<file path="src/design/frna_div.sv">
// One lane of the mean divider: signed sum over unsigned count, one quotient bit a cycle.
module frna_div #(
	parameter int CW = 16,
	parameter int NW = 7
) (
	input  logic                     clk,
	input  logic                     arst_n,
	input  logic                     start,
	input  logic signed [CW+NW-1:0]  dividend,
	input  logic [NW-1:0]            divisor,
	output logic                     done,
	output logic signed [CW:0]       quot
);

	localparam int SW  = CW + NW;
	localparam int CTW = $clog2(CW + 1);

	logic           busy_q, done_q, neg_q;
	logic [CTW-1:0] cnt_q;
	logic [NW-1:0]  rem_q;
	logic [CW-1:0]  mq_q;
	logic [SW-1:0]  mag;
	logic [NW:0]    trial;
	logic           ge;

	// The mean never exceeds one stored value, so the upper dividend bits
	// are already a valid partial remainder and only CW steps remain.
	assign mag   = dividend[SW-1] ? SW'(-dividend) : SW'(dividend);
	assign trial = {rem_q, mq_q[CW-1]};
	assign ge    = trial >= {1'b0, divisor};

	always_ff @(posedge clk or negedge arst_n) begin
		if (!arst_n) begin
			busy_q <= 1'b0;
			done_q <= 1'b0;
			cnt_q  <= '0;
		end else begin
			done_q <= busy_q && (cnt_q == CTW'(1));
			if (start) begin
				busy_q <= 1'b1;
				cnt_q  <= CTW'(CW);
			end else if (busy_q) begin
				cnt_q <= cnt_q - 1'b1;
				if (cnt_q == CTW'(1)) begin
					busy_q <= 1'b0;
				end
			end
		end
	end

	// Restoring shift-subtract step
	always_ff @(posedge clk) begin
		if (start) begin
			neg_q <= dividend[SW-1];
			rem_q <= mag[SW-1:CW];
			mq_q  <= mag[CW-1:0];
		end else if (busy_q) begin
			rem_q <= ge ? NW'(trial - {1'b0, divisor}) : NW'(trial);
			mq_q  <= {mq_q[CW-2:0], ge};
		end
	end

	assign done = done_q;
	assign quot = neg_q ? -$signed({1'b0, mq_q}) : $signed({1'b0, mq_q});

endmodule

</file>
<file path="config.mk">
export PLATFORM = sky130hd
export DESIGN_NAME = frna_div
export DESIGN_NICKNAME = d
export VERILOG_FILES = /design/src/design/frna_div.sv
export SDC_FILE = /design/constraint.sdc
export NUM_CORES = 1
export LEC_CHECK = 0
export BUFFER_PORTS_ARGS = -buffer_cell sky130_fd_sc_hd__buf_2
export CAP_MARGIN = 20
export CELL_PAD_IN_SITES_DETAIL_PLACEMENT = 1
export CELL_PAD_IN_SITES_GLOBAL_PLACEMENT = 2
export CORE_ASPECT_RATIO = 1.75
export CORE_MARGIN = 2
export CORE_UTILIZATION = 33
export CTS_CLUSTER_SIZE = 20
export DETAILED_ROUTE_END_ITERATION = 8
export HOLD_SLACK_MARGIN = 0.1
export PLACE_DENSITY = 0.82
export SETUP_SLACK_MARGIN = 0.2
export SYNTH_ARGS = -nofsm -noshare
export SYNTH_HDL_FRONTEND = slang
export SYNTH_SLANG_ARGS = --single-unit
</file>
<file path="constraint.sdc">
create_clock -name clk -period 3.2 [get_ports clk]
set_clock_uncertainty 0.1 [all_clocks]
set_input_delay 0.48 -clock clk [delete_from_list [all_inputs] [get_ports clk]]
set_output_delay 0.48 -clock clk [all_outputs]
set_load 0.01 [all_outputs]
</file>
==> flow_summary.toml <==
[min_path]
hp-start = "start"
hp-class = "input pin to register"
min_to = "cnt_q[4]$_DFFE_PN0P_"
holdPathStages = 3

[clock_network]
cts_buffer_depth = 2
root_buffer = "clkbuf_16"
cts_htree_levels = 2
clock_latency_ns = 0.28
clk_pin_slew_worst_paths_ns = 0.05
cts_tree = "yes"
cts_buffers = 5
clock_sinks = 31

[global_route]
grt_max_degree = 42
antenna_found_initial = 0
grt_pass1_vias = 2229
grt_pass1_wl_mm = 10.8
grt.total_usage_pct = 16.0
gr-total-overflow = 0

[flow_run]
max-cap-violations = 0

[synth]
ys_ff_latch = 31
ys.flop_type = "edfxtp_1"
synth_cells = 280
synth_top_area_cell = "edfxtp_1"
synth.distinct_cells = 47
synth_top_area_share_pct = 28.6
synthArstFlopShare_pct = 22.6
syn_avg_cell_area_um2 = 9.00
synth_fp_nets = 325
synth_area_leaders = "edfxtp_1, xor2_1, dfrtp_1"
synth_edf_count = 24
yosysSeqAreaShare_pct = 35.6
syn_area_um2 = 2520
yosys_warnings = 0

[power_and_ir_drop]
finalPower_mw = 1.99
peakVddDrop_uv = 329
power.density_nw_per_um2 = 664
leakagePower_nw = 1.26

[route]
vias_per_cell = 5.19
vias = 2173
routed_wl_mm = 6.31
first_iter_violations = 103
antenna_left = 0
wire_per_inst_um = 15.1
drc = 0
dr.pass1.iters = 4

[status]
status = "completed"

[setup_path]
critPathRequiredTime_ns = 2.62
timing.rr.end = "rem_q[1]$_DFFE_PP_"
worst-path-buf-inv = 1
worstPathCellList = "or4_4 > or3_4 > o41ai_2 > xnor2_1 > buf_2"
end_kind = "output pin"
cp-start-kind = "register"
cp_max_fo = 4
crit_arrival_ns = 2.28
r2r_start = "rem_q[4]$_DFFE_PP_"
ff2ff_path_depth = 6
crit_slowest_cell = "or4_4"
cp_top_family = "simple AND/OR/NAND/NOR gates"
max_stage_delay_ns = 0.56
reg2reg_slack_ns = 0.64
crit_type = "register to output pin"

[floorplan]
dieArea_um2 = 8380
row_count = 42
start_util_pct = 33.8
die_x_um = 70.1
core_um2 = 7460
fp.dieH_um = 120
io_pins = 51

[sta]
drv_slew = 0
rsz0062_at_grt = "false"
setup_violations = 0
max_freq_mhz = 350
tightest_slew_ns = 0.972
timing.slew.headroom_pct = 35.1
finalSetupTns_ns = 0
finalCriticalPeriod_ns = 2.86
setup_ws_ns = 0.343
hold_violations = 0
final.period_utilization_pct = 89.3

[final_layout]
fillCellCount = 907
layout.nets = 375
final_cell_area_um2 = 3000
area_delta_synth_final_pct = 18.9
antenna_cells = 0
layout-drive-gt1-share_pct = 20.2

[place]
gp_congestion = 0.745
place_area_um2 = 2850
place_ws_ns = 0.460
numPortBuffers = 50
hpwlAfterDp_mm = 5.10
-- flip-flops by register name, summed over array words and instances, names as in the netlist --
| signal | flops |
|---|---|
| done | 1 |
| rem_q | 7 |
| neg_q | 1 |
| cnt_q | 5 |
| mq_q | 16 |
| busy_q | 1 |
-- worst max path at each step --
stage               cells after the start              start                  to  slack (ns)
floorplan                               8         divisor[5]  rem_q[0]$_DFFE_PP_        0.77
global placement                        8         divisor[5]  rem_q[1]$_DFFE_PP_        0.53
detailed placement                      8         divisor[5]  rem_q[1]$_DFFE_PP_        0.46
CTS                                     5  mq_q[8]$_DFFE_PP_            quot[14]        0.31
global route                            5  mq_q[8]$_DFFE_PP_            quot[14]        0.23
finish                                  5  mq_q[8]$_DFFE_PP_            quot[14]        0.34
-- tightest hold or removal path, cell delays in order --
cell	delay, ns
buf_2	0.10
inv_2	0.10
nand2_1	0.07
-- layout make-up --
| cell class | instances | area (um^2) | share of cell area, % |
|---|---|---|---|
| inverters | 18 | 67.6 | 2.25 |
| repair buffers | 52 | 268 | 8.94 |
| clock buffers | 7 | 133 | 4.43 |
| well taps | 88 | 110 | 3.67 |
| flip-flops and latches | 31 | 896 | 29.9 |
| multi-input cells | 222 | 1520 | 50.6 |
| clock inverters | 1 | 5.00 | 0.167 |
-- cells by family after synthesis --
family / share of synthesized area [%]
adders and majority gates: 6.26
muxes: 4.47
xor gates and xnor gates: 13.9
and+or+nand+nor: 19.4
DFF: 35.6
buffers and inverters: 4.22
AOI/OAI and AO/OA: 16.2
-- Yosys cell counts (8+ instances only) --
master and n:
a21oi_1 22, edfxtp_1 24, ha_1 11, inv_1 17
mux2i_1 9, nand2_1 25, nor2_1 32, nor3_1 8
o21ai_0 15, xnor2_1 16, xor2_1 24
-- stage by stage --
step	hold WS [ns]	util (%)	instances
after floorplan	0.0844	-	280
after global routing	0.442	40.2	419
final	0.403	40.2	419
after global placement	0.222	38.2	410
after detailed placement	0.222	38.2	410
after CTS	0.409	40.2	419
-- placed cells by master (no fill, tap or decap), drive strengths merged, types with 8 or more instances in the layout --
master,synthesis,routed
a21oi,22,22
buf,3,51
edfxtp,24,24
ha,11,11
inv,18,18
mux2i,9,9
nand2,25,25
nor2,32,32
nor3,8,8
o21ai,16,16
xnor2,16,16
xor2,24,24
-- layer usage --
metal	track usage [%]	share of wire, %	vias to the layer above
li1	-	-	1106
met1	19.8	43	1026
met4	6.49	1.8	0
met3	1.60	2.7	7
met2	28.2	52	34
met5	0	0	-
-- power by group --
group          internal (mW)  switching, mW  leakage (nW)
Clock                  0.286          0.159        0.0679
Combinational          0.384          0.474         0.860
Sequential             0.573          0.112         0.330
Total                   1.24          0.745          1.26
-- repair_timing --
item,CTS,global route
endpoints found under the hold margin,7,0
buffers inserted,0,0
hold buffers,1,0
resized for setup,0,0
Power figures use the tool's default switching activity.
