**src/design/frna_pkg.sv**
```systemverilog
// Shared constants, types and codes for the fixed-radius neighbour average block.
package frna_pkg;

	// Default sizing handed to the top level
	localparam int DEF_MAX_AGENTS  = 64;
	localparam int DEF_COORD_WIDTH = 16;

	// Fixed field widths on the ports
	localparam int FIELD_W    = 16;
	localparam int INDEX_W    = 6;
	localparam int COUNT_W    = 6;
	localparam int RADIUS_W   = 16;
	localparam int AGENTS_W   = 7;
	localparam int CFG_DATA_W = 16;
	localparam int CFG_IDX_W  = 1;
	localparam int PAYLOAD_W  = INDEX_W + 4 * FIELD_W;
	localparam int TDATA_W    = ((PAYLOAD_W + 7) / 8) * 8;
	localparam int PAD_W      = TDATA_W - PAYLOAD_W;
	localparam int R2_W       = 2 * RADIUS_W;
	localparam int COUNT_MAX  = (1 << COUNT_W) - 1;

	// Operation codes carried on tuser
	localparam logic OP_WRITE = 1'b0;
	localparam logic OP_QUERY = 1'b1;

	// Register indexes on the configuration channel
	localparam logic [CFG_IDX_W-1:0] REG_RADIUS      = 1'b0;
	localparam logic [CFG_IDX_W-1:0] REG_AGENT_COUNT = 1'b1;

	// Sequencer states
	typedef enum logic [2:0] {
		ST_IDLE,
		ST_QLOAD,
		ST_WALK,
		ST_DRAIN,
		ST_DIV,
		ST_OUT
	} frna_state_t;

	// Per-cycle control from the sequencer to the walk datapath
	typedef struct packed {
		logic clear;
		logic issue;
		logic skip;
	} frna_walk_ctl_t;

endpackage

```
**src/design/frna_accum.sv**
```systemverilog
// Walk datapath: distance, radius test and neighbour sums over three stages.
module frna_accum #(
	parameter int CW = 16,
	parameter int NW = 7
) (
	input  logic                        clk,
	input  logic                        arst_n,
	input  frna_pkg::frna_walk_ctl_t    ctl,
	input  logic [4*CW-1:0]             entry,
	input  logic signed [CW-1:0]        qx,
	input  logic signed [CW-1:0]        qy,
	input  logic [frna_pkg::R2_W-1:0]   r2,
	output logic                        busy,
	output logic [NW-1:0]               n,
	output logic signed [CW+NW-1:0]     sum_px,
	output logic signed [CW+NW-1:0]     sum_py,
	output logic signed [CW+NW-1:0]     sum_vx,
	output logic signed [CW+NW-1:0]     sum_vy
);

	localparam int SW   = CW + NW;
	localparam int D2W  = 2 * CW + 1;
	localparam int CMPW = (D2W > frna_pkg::R2_W) ? D2W : frna_pkg::R2_W;

	logic                 v_s1, skip_s1;
	logic                 v_s2, v_s3;
	logic [CW-1:0]        adx_s2, ady_s2;
	logic [4*CW-1:0]      entry_s2, entry_s3;
	logic [2*CW-1:0]      sqx_s3, sqy_s3;
	logic signed [CW:0]   dx, dy;
	logic [CW-1:0]        adx, ady;
	logic [D2W-1:0]       d2;
	logic                 hit;
	logic signed [CW-1:0] ex, ey, evx, evy;
	logic [NW-1:0]        n_q;
	logic signed [SW-1:0] spx_q, spy_q, svx_q, svy_q;

	// Tag the read issued last cycle
	always_ff @(posedge clk or negedge arst_n) begin
		if (!arst_n) begin
			v_s1    <= 1'b0;
			skip_s1 <= 1'b0;
		end else begin
			v_s1    <= ctl.issue;
			skip_s1 <= ctl.skip;
		end
	end

	// Absolute coordinate differences to the queried agent
	assign dx  = $signed({entry[CW-1], entry[CW-1:0]}) - $signed({qx[CW-1], qx});
	assign dy  = $signed({entry[2*CW-1], entry[2*CW-1:CW]}) - $signed({qy[CW-1], qy});
	assign adx = dx[CW] ? CW'(-dx) : dx[CW-1:0];
	assign ady = dy[CW] ? CW'(-dy) : dy[CW-1:0];

	always_ff @(posedge clk or negedge arst_n) begin
		if (!arst_n) begin
			v_s2 <= 1'b0;
			v_s3 <= 1'b0;
		end else begin
			v_s2 <= v_s1 && !skip_s1;
			v_s3 <= v_s2;
		end
	end

	// Stage two and three payload
	always_ff @(posedge clk) begin
		adx_s2   <= adx;
		ady_s2   <= ady;
		entry_s2 <= entry;
		sqx_s3   <= adx_s2 * adx_s2;
		sqy_s3   <= ady_s2 * ady_s2;
		entry_s3 <= entry_s2;
	end

	// Radius test on the exact squared distance
	assign d2  = {1'b0, sqx_s3} + {1'b0, sqy_s3};
	assign hit = v_s3 && (CMPW'(d2) < CMPW'(r2));

	assign ex  = entry_s3[CW-1:0];
	assign ey  = entry_s3[2*CW-1:CW];
	assign evx = entry_s3[3*CW-1:2*CW];
	assign evy = entry_s3[4*CW-1:3*CW];

	// Count and sum the neighbours
	always_ff @(posedge clk or negedge arst_n) begin
		if (!arst_n) begin
			n_q   <= '0;
			spx_q <= '0;
			spy_q <= '0;
			svx_q <= '0;
			svy_q <= '0;
		end else if (ctl.clear) begin
			n_q   <= '0;
			spx_q <= '0;
			spy_q <= '0;
			svx_q <= '0;
			svy_q <= '0;
		end else if (hit) begin
			n_q   <= n_q + 1'b1;
			spx_q <= spx_q + SW'(ex);
			spy_q <= spy_q + SW'(ey);
			svx_q <= svx_q + SW'(evx);
			svy_q <= svy_q + SW'(evy);
		end
	end

	assign busy   = v_s1 || v_s2 || v_s3;
	assign n      = n_q;
	assign sum_px = spx_q;
	assign sum_py = spy_q;
	assign sum_vx = svx_q;
	assign sum_vy = svy_q;

endmodule

```
**config.mk**
```make
export PLATFORM = sky130hd
export DESIGN_NAME = frna_accum
export DESIGN_NICKNAME = d
export VERILOG_FILES = /design/src/design/frna_pkg.sv /design/src/design/frna_accum.sv
export SDC_FILE = /design/constraint.sdc
export NUM_CORES = 2
export LEC_CHECK = 0
export BUFFER_PORTS_ARGS = -buffer_cell sky130_fd_sc_hd__buf_2
export CAP_MARGIN = 30
export CORE_AREA = 3 3 267 243
export DETAILED_ROUTE_END_ITERATION = 12
export DIE_AREA = 0 0 270 246
export MAX_ROUTING_LAYER = met4
export PLACE_DENSITY = 0.68
export SYNTH_ARGS = -nofsm -noshare
export SYNTH_HDL_FRONTEND = slang
export SYNTH_SLANG_ARGS = --single-unit
```
**constraint.sdc**
```tcl
create_clock -name clk -period 17.5 [get_ports clk]
set_input_delay 1.75 -clock clk [delete_from_list [all_inputs] [get_ports clk]]
set_output_delay 1.75 -clock clk [all_outputs]
set_load 0.02 [all_outputs]
```
==> run summary <==
Period minus WS final: 6.71 ns
RR Startpoint: ady_s2[4]
Post-synth top cells: 609 x inv_1, 389 x ha_1, 332 x fa_1
Most used routing layer in global routing: met2
CP Data Required Time: 17.99 ns
Worst-skew pair later-pin latency: 0.59 ns
Post-place instance area: 33100 µm²
CP startpoint kind: register
Post-CTS Setup Bufs: 0
Share of the synthesized area in the top cell type: 21.4%
Main area contributors after synthesis: fa_1 21%, ha_1 16%, dfxtp_1 14%, dfrtp_1 8.3%, inv_1 7.4%
CP Cell Sequence: nand2_1 -> fa_1 -> inv_1 -> fa_1 -> fa_1 -> fa_1 -> fa_1 -> inv_1 -> fa_1 -> inv_1 -> ha_1 -> a2111oi_0 -> o21ai_0 -> nand4_1 -> nand2_1 -> or3_1 -> o2111ai_1 -> a31oi_1 -> a21o_1 -> a21oi_1 -> xnor2_1
Area delta synth->final: 11.1%
Crit. End Element: register
TritonCTS clock tree: yes
Die height: 246 µm
Area occupied by multi-input gates: 21500 µm²
Most frequent cell after synthesis: inv_1
# fillers: 5648
Dominant synthesized flop cell: dfxtp_1
# Max-Cap Violations: 0
Final period utilization: 38.3%
Routing usage on met2: 35.2%
Final Hold Viols: 0
Setup TNS Final: 0 ns
CP peak stage delay: 0.89 ns
CP arrival: 7.20 ns
Vias per inst: 5.19
Hold Slack: 0.312 ns
Port Buffer Count: 232
Unrepaired setup endpoints after global routing: no
CTS Buf Count: 39
Register area share after synthesis: 22.6%
Synth warnings: 0
EDFF count, synth: 0
Crit path max-delay family: adder cells
Die area: 66400 µm²
Post-CTS resize count: 0
Syn Area/Cell: 9.07 µm²
Total gr overflow: 0
Fmax: 149 MHz
Synth Instances: 3424
Worst path most repeated cell: fa_1
Layout Skew: 0.0426 ns
Synth async-reset ratio: 31.7%
Slew @ Worst Pin: 1.00 ns
Hold Startpoint: entry_s2[47]
Nets: 4484
Post-Route WL: 70400 µm
Outcome: finished, final reports clean
Number of global-route vias before repair: 23500
DP HPWL: 56500 µm
Clock root buffer: clkbuf_16
Starting Density: 49.8%
Finished Cell Area: 34500 µm²
Final core occ: 55.3%
Post-cts hold buffer count: 0
First-pass GRT wire length: 118000 µm
Wirelength per Cell: 15.6 µm
Finish-stage setup viols: 0
Antenna viol nets, final: 0
Slowest CP cell: dfxtp_1
Clk sinks: 325
Mapped Area: 31100 µm²
Total GRT Usage: 22.4%
Num ports: 233
Post-synth cell types: 69
WS Path Type: reg2reg
Met3 track demand over resource: 3.02%
Clock transition at path regs: 0.06 ns
Synth area leader: fa_1
DRT iter0 DRCs: 1308
Largest net degree at the start of global routing: 73
Drt drc: 0
CTS max path bufs: 3
Syn_nets: 4278
Worst-path fanout max: 18
M1 GR Usage: 30.9%
RePlAce Congestion: 0.919
Slew Limit Headroom: 31.3%
Max Transition Viols Final: 0
DRT Pass-1 Iters: 5
Yosys reg bits: 325
FF/Latch Area: 7020 µm²
CP bufs+invs: 3
Initial antenna violation count: 2
Hold Path Class: reg2reg
Crit path from: ady_s2[4]
Share of layout cells above drive strength 1: 9.51%
Via count: 23400
DIE WIDTH: 270 µm
Row count: 87
Core area: 62400 µm²
H-tree depth: 2
final cells by class:
type,instances,share of cell area (%)
clock buffer,52,3.49
tap,845,3.06
timing repair buffer,238,3.57
clock inverter,17,0.602
multi-input combinational,2417,62.3
sequential,325,20.3
antenna,4,0.0290
inverter,609,6.62
per-layer routing:
layer	up-vias	share of wire, %
li1	11600	-
met1	11200	47
met2	478	46
met3	82	5.5
met4	0	2.0
met5	-	0
final timing paths:
| check | endpoint | cells past startpoint | slack (ns) |
|---|---|---|---|
| setup / recovery | sqy_s3[30] | 21 | 10.79 |
| hold / removal | entry_s3[47] | 0 | 0.31 |
| setup reg to reg | sqy_s3[30] | 21 | 10.79 |
| hold reg to reg | entry_s3[47] | 0 | 0.31 |
| max in group asynchronous | skip_s1 | 2 | 15.03 |
| min in group asynchronous | sum_vy[2] | 1 | 1.16 |
logic make-up (layout without fill, tap and decap cells):
| kind of cell | after synthesis | count (layout) | share of synthesized area, % |
|---|---|---|---|
| compound gates | 622 | 622 | 12.5 |
| fa+ha+maj | 721 | 721 | 37.1 |
| buf+inv | 682 | 916 | 8.26 |
| flops | 325 | 325 | 22.6 |
| mux | 32 | 32 | 1.05 |
| other cells | 0 | 4 | 0 |
| simple gates | 825 | 825 | 12.4 |
| xor+xnor | 217 | 217 | 6.12 |
state kept, by name, indices dropped and copies added, names as in the netlist, 23 cells and up:
signal,flops
sum_py,23
sqy_s3,31
sum_vy,23
sum_px,23
sum_vx,23
entry_s2,64
sqx_s3,31
entry_s3,64
stage by stage:
step | worst slack, ns | cells
5_1_grt | 10.34 | 4503
4_1_cts | 10.88 | 4502
3_5_place_dp | 10.94 | 4433
6_report | 10.79 | 4507
2_1_floorplan | 11.31 | 3424
3_3_place_gp | 11.03 | 4432
layout by cell type (no fill, tap or decap), drive strengths merged, types with 33 or more instances in the layout:
master | synthesis | final
a21o | 67 | 67
a21oi | 243 | 243
and2 | 80 | 80
buf | 4 | 238
clkbuf | 69 | 52
dfrtp | 103 | 103
dfxtp | 222 | 222
fa | 332 | 332
ha | 389 | 389
inv | 609 | 613
nand2 | 295 | 295
nand3 | 41 | 41
nor2 | 215 | 215
nor3 | 33 | 33
o21ai | 109 | 109
xnor2 | 161 | 161
xor2 | 56 | 56
Power is not shown: default switching activity piles up to over one toggle a cycle in this logic, so the estimate is an artifact.
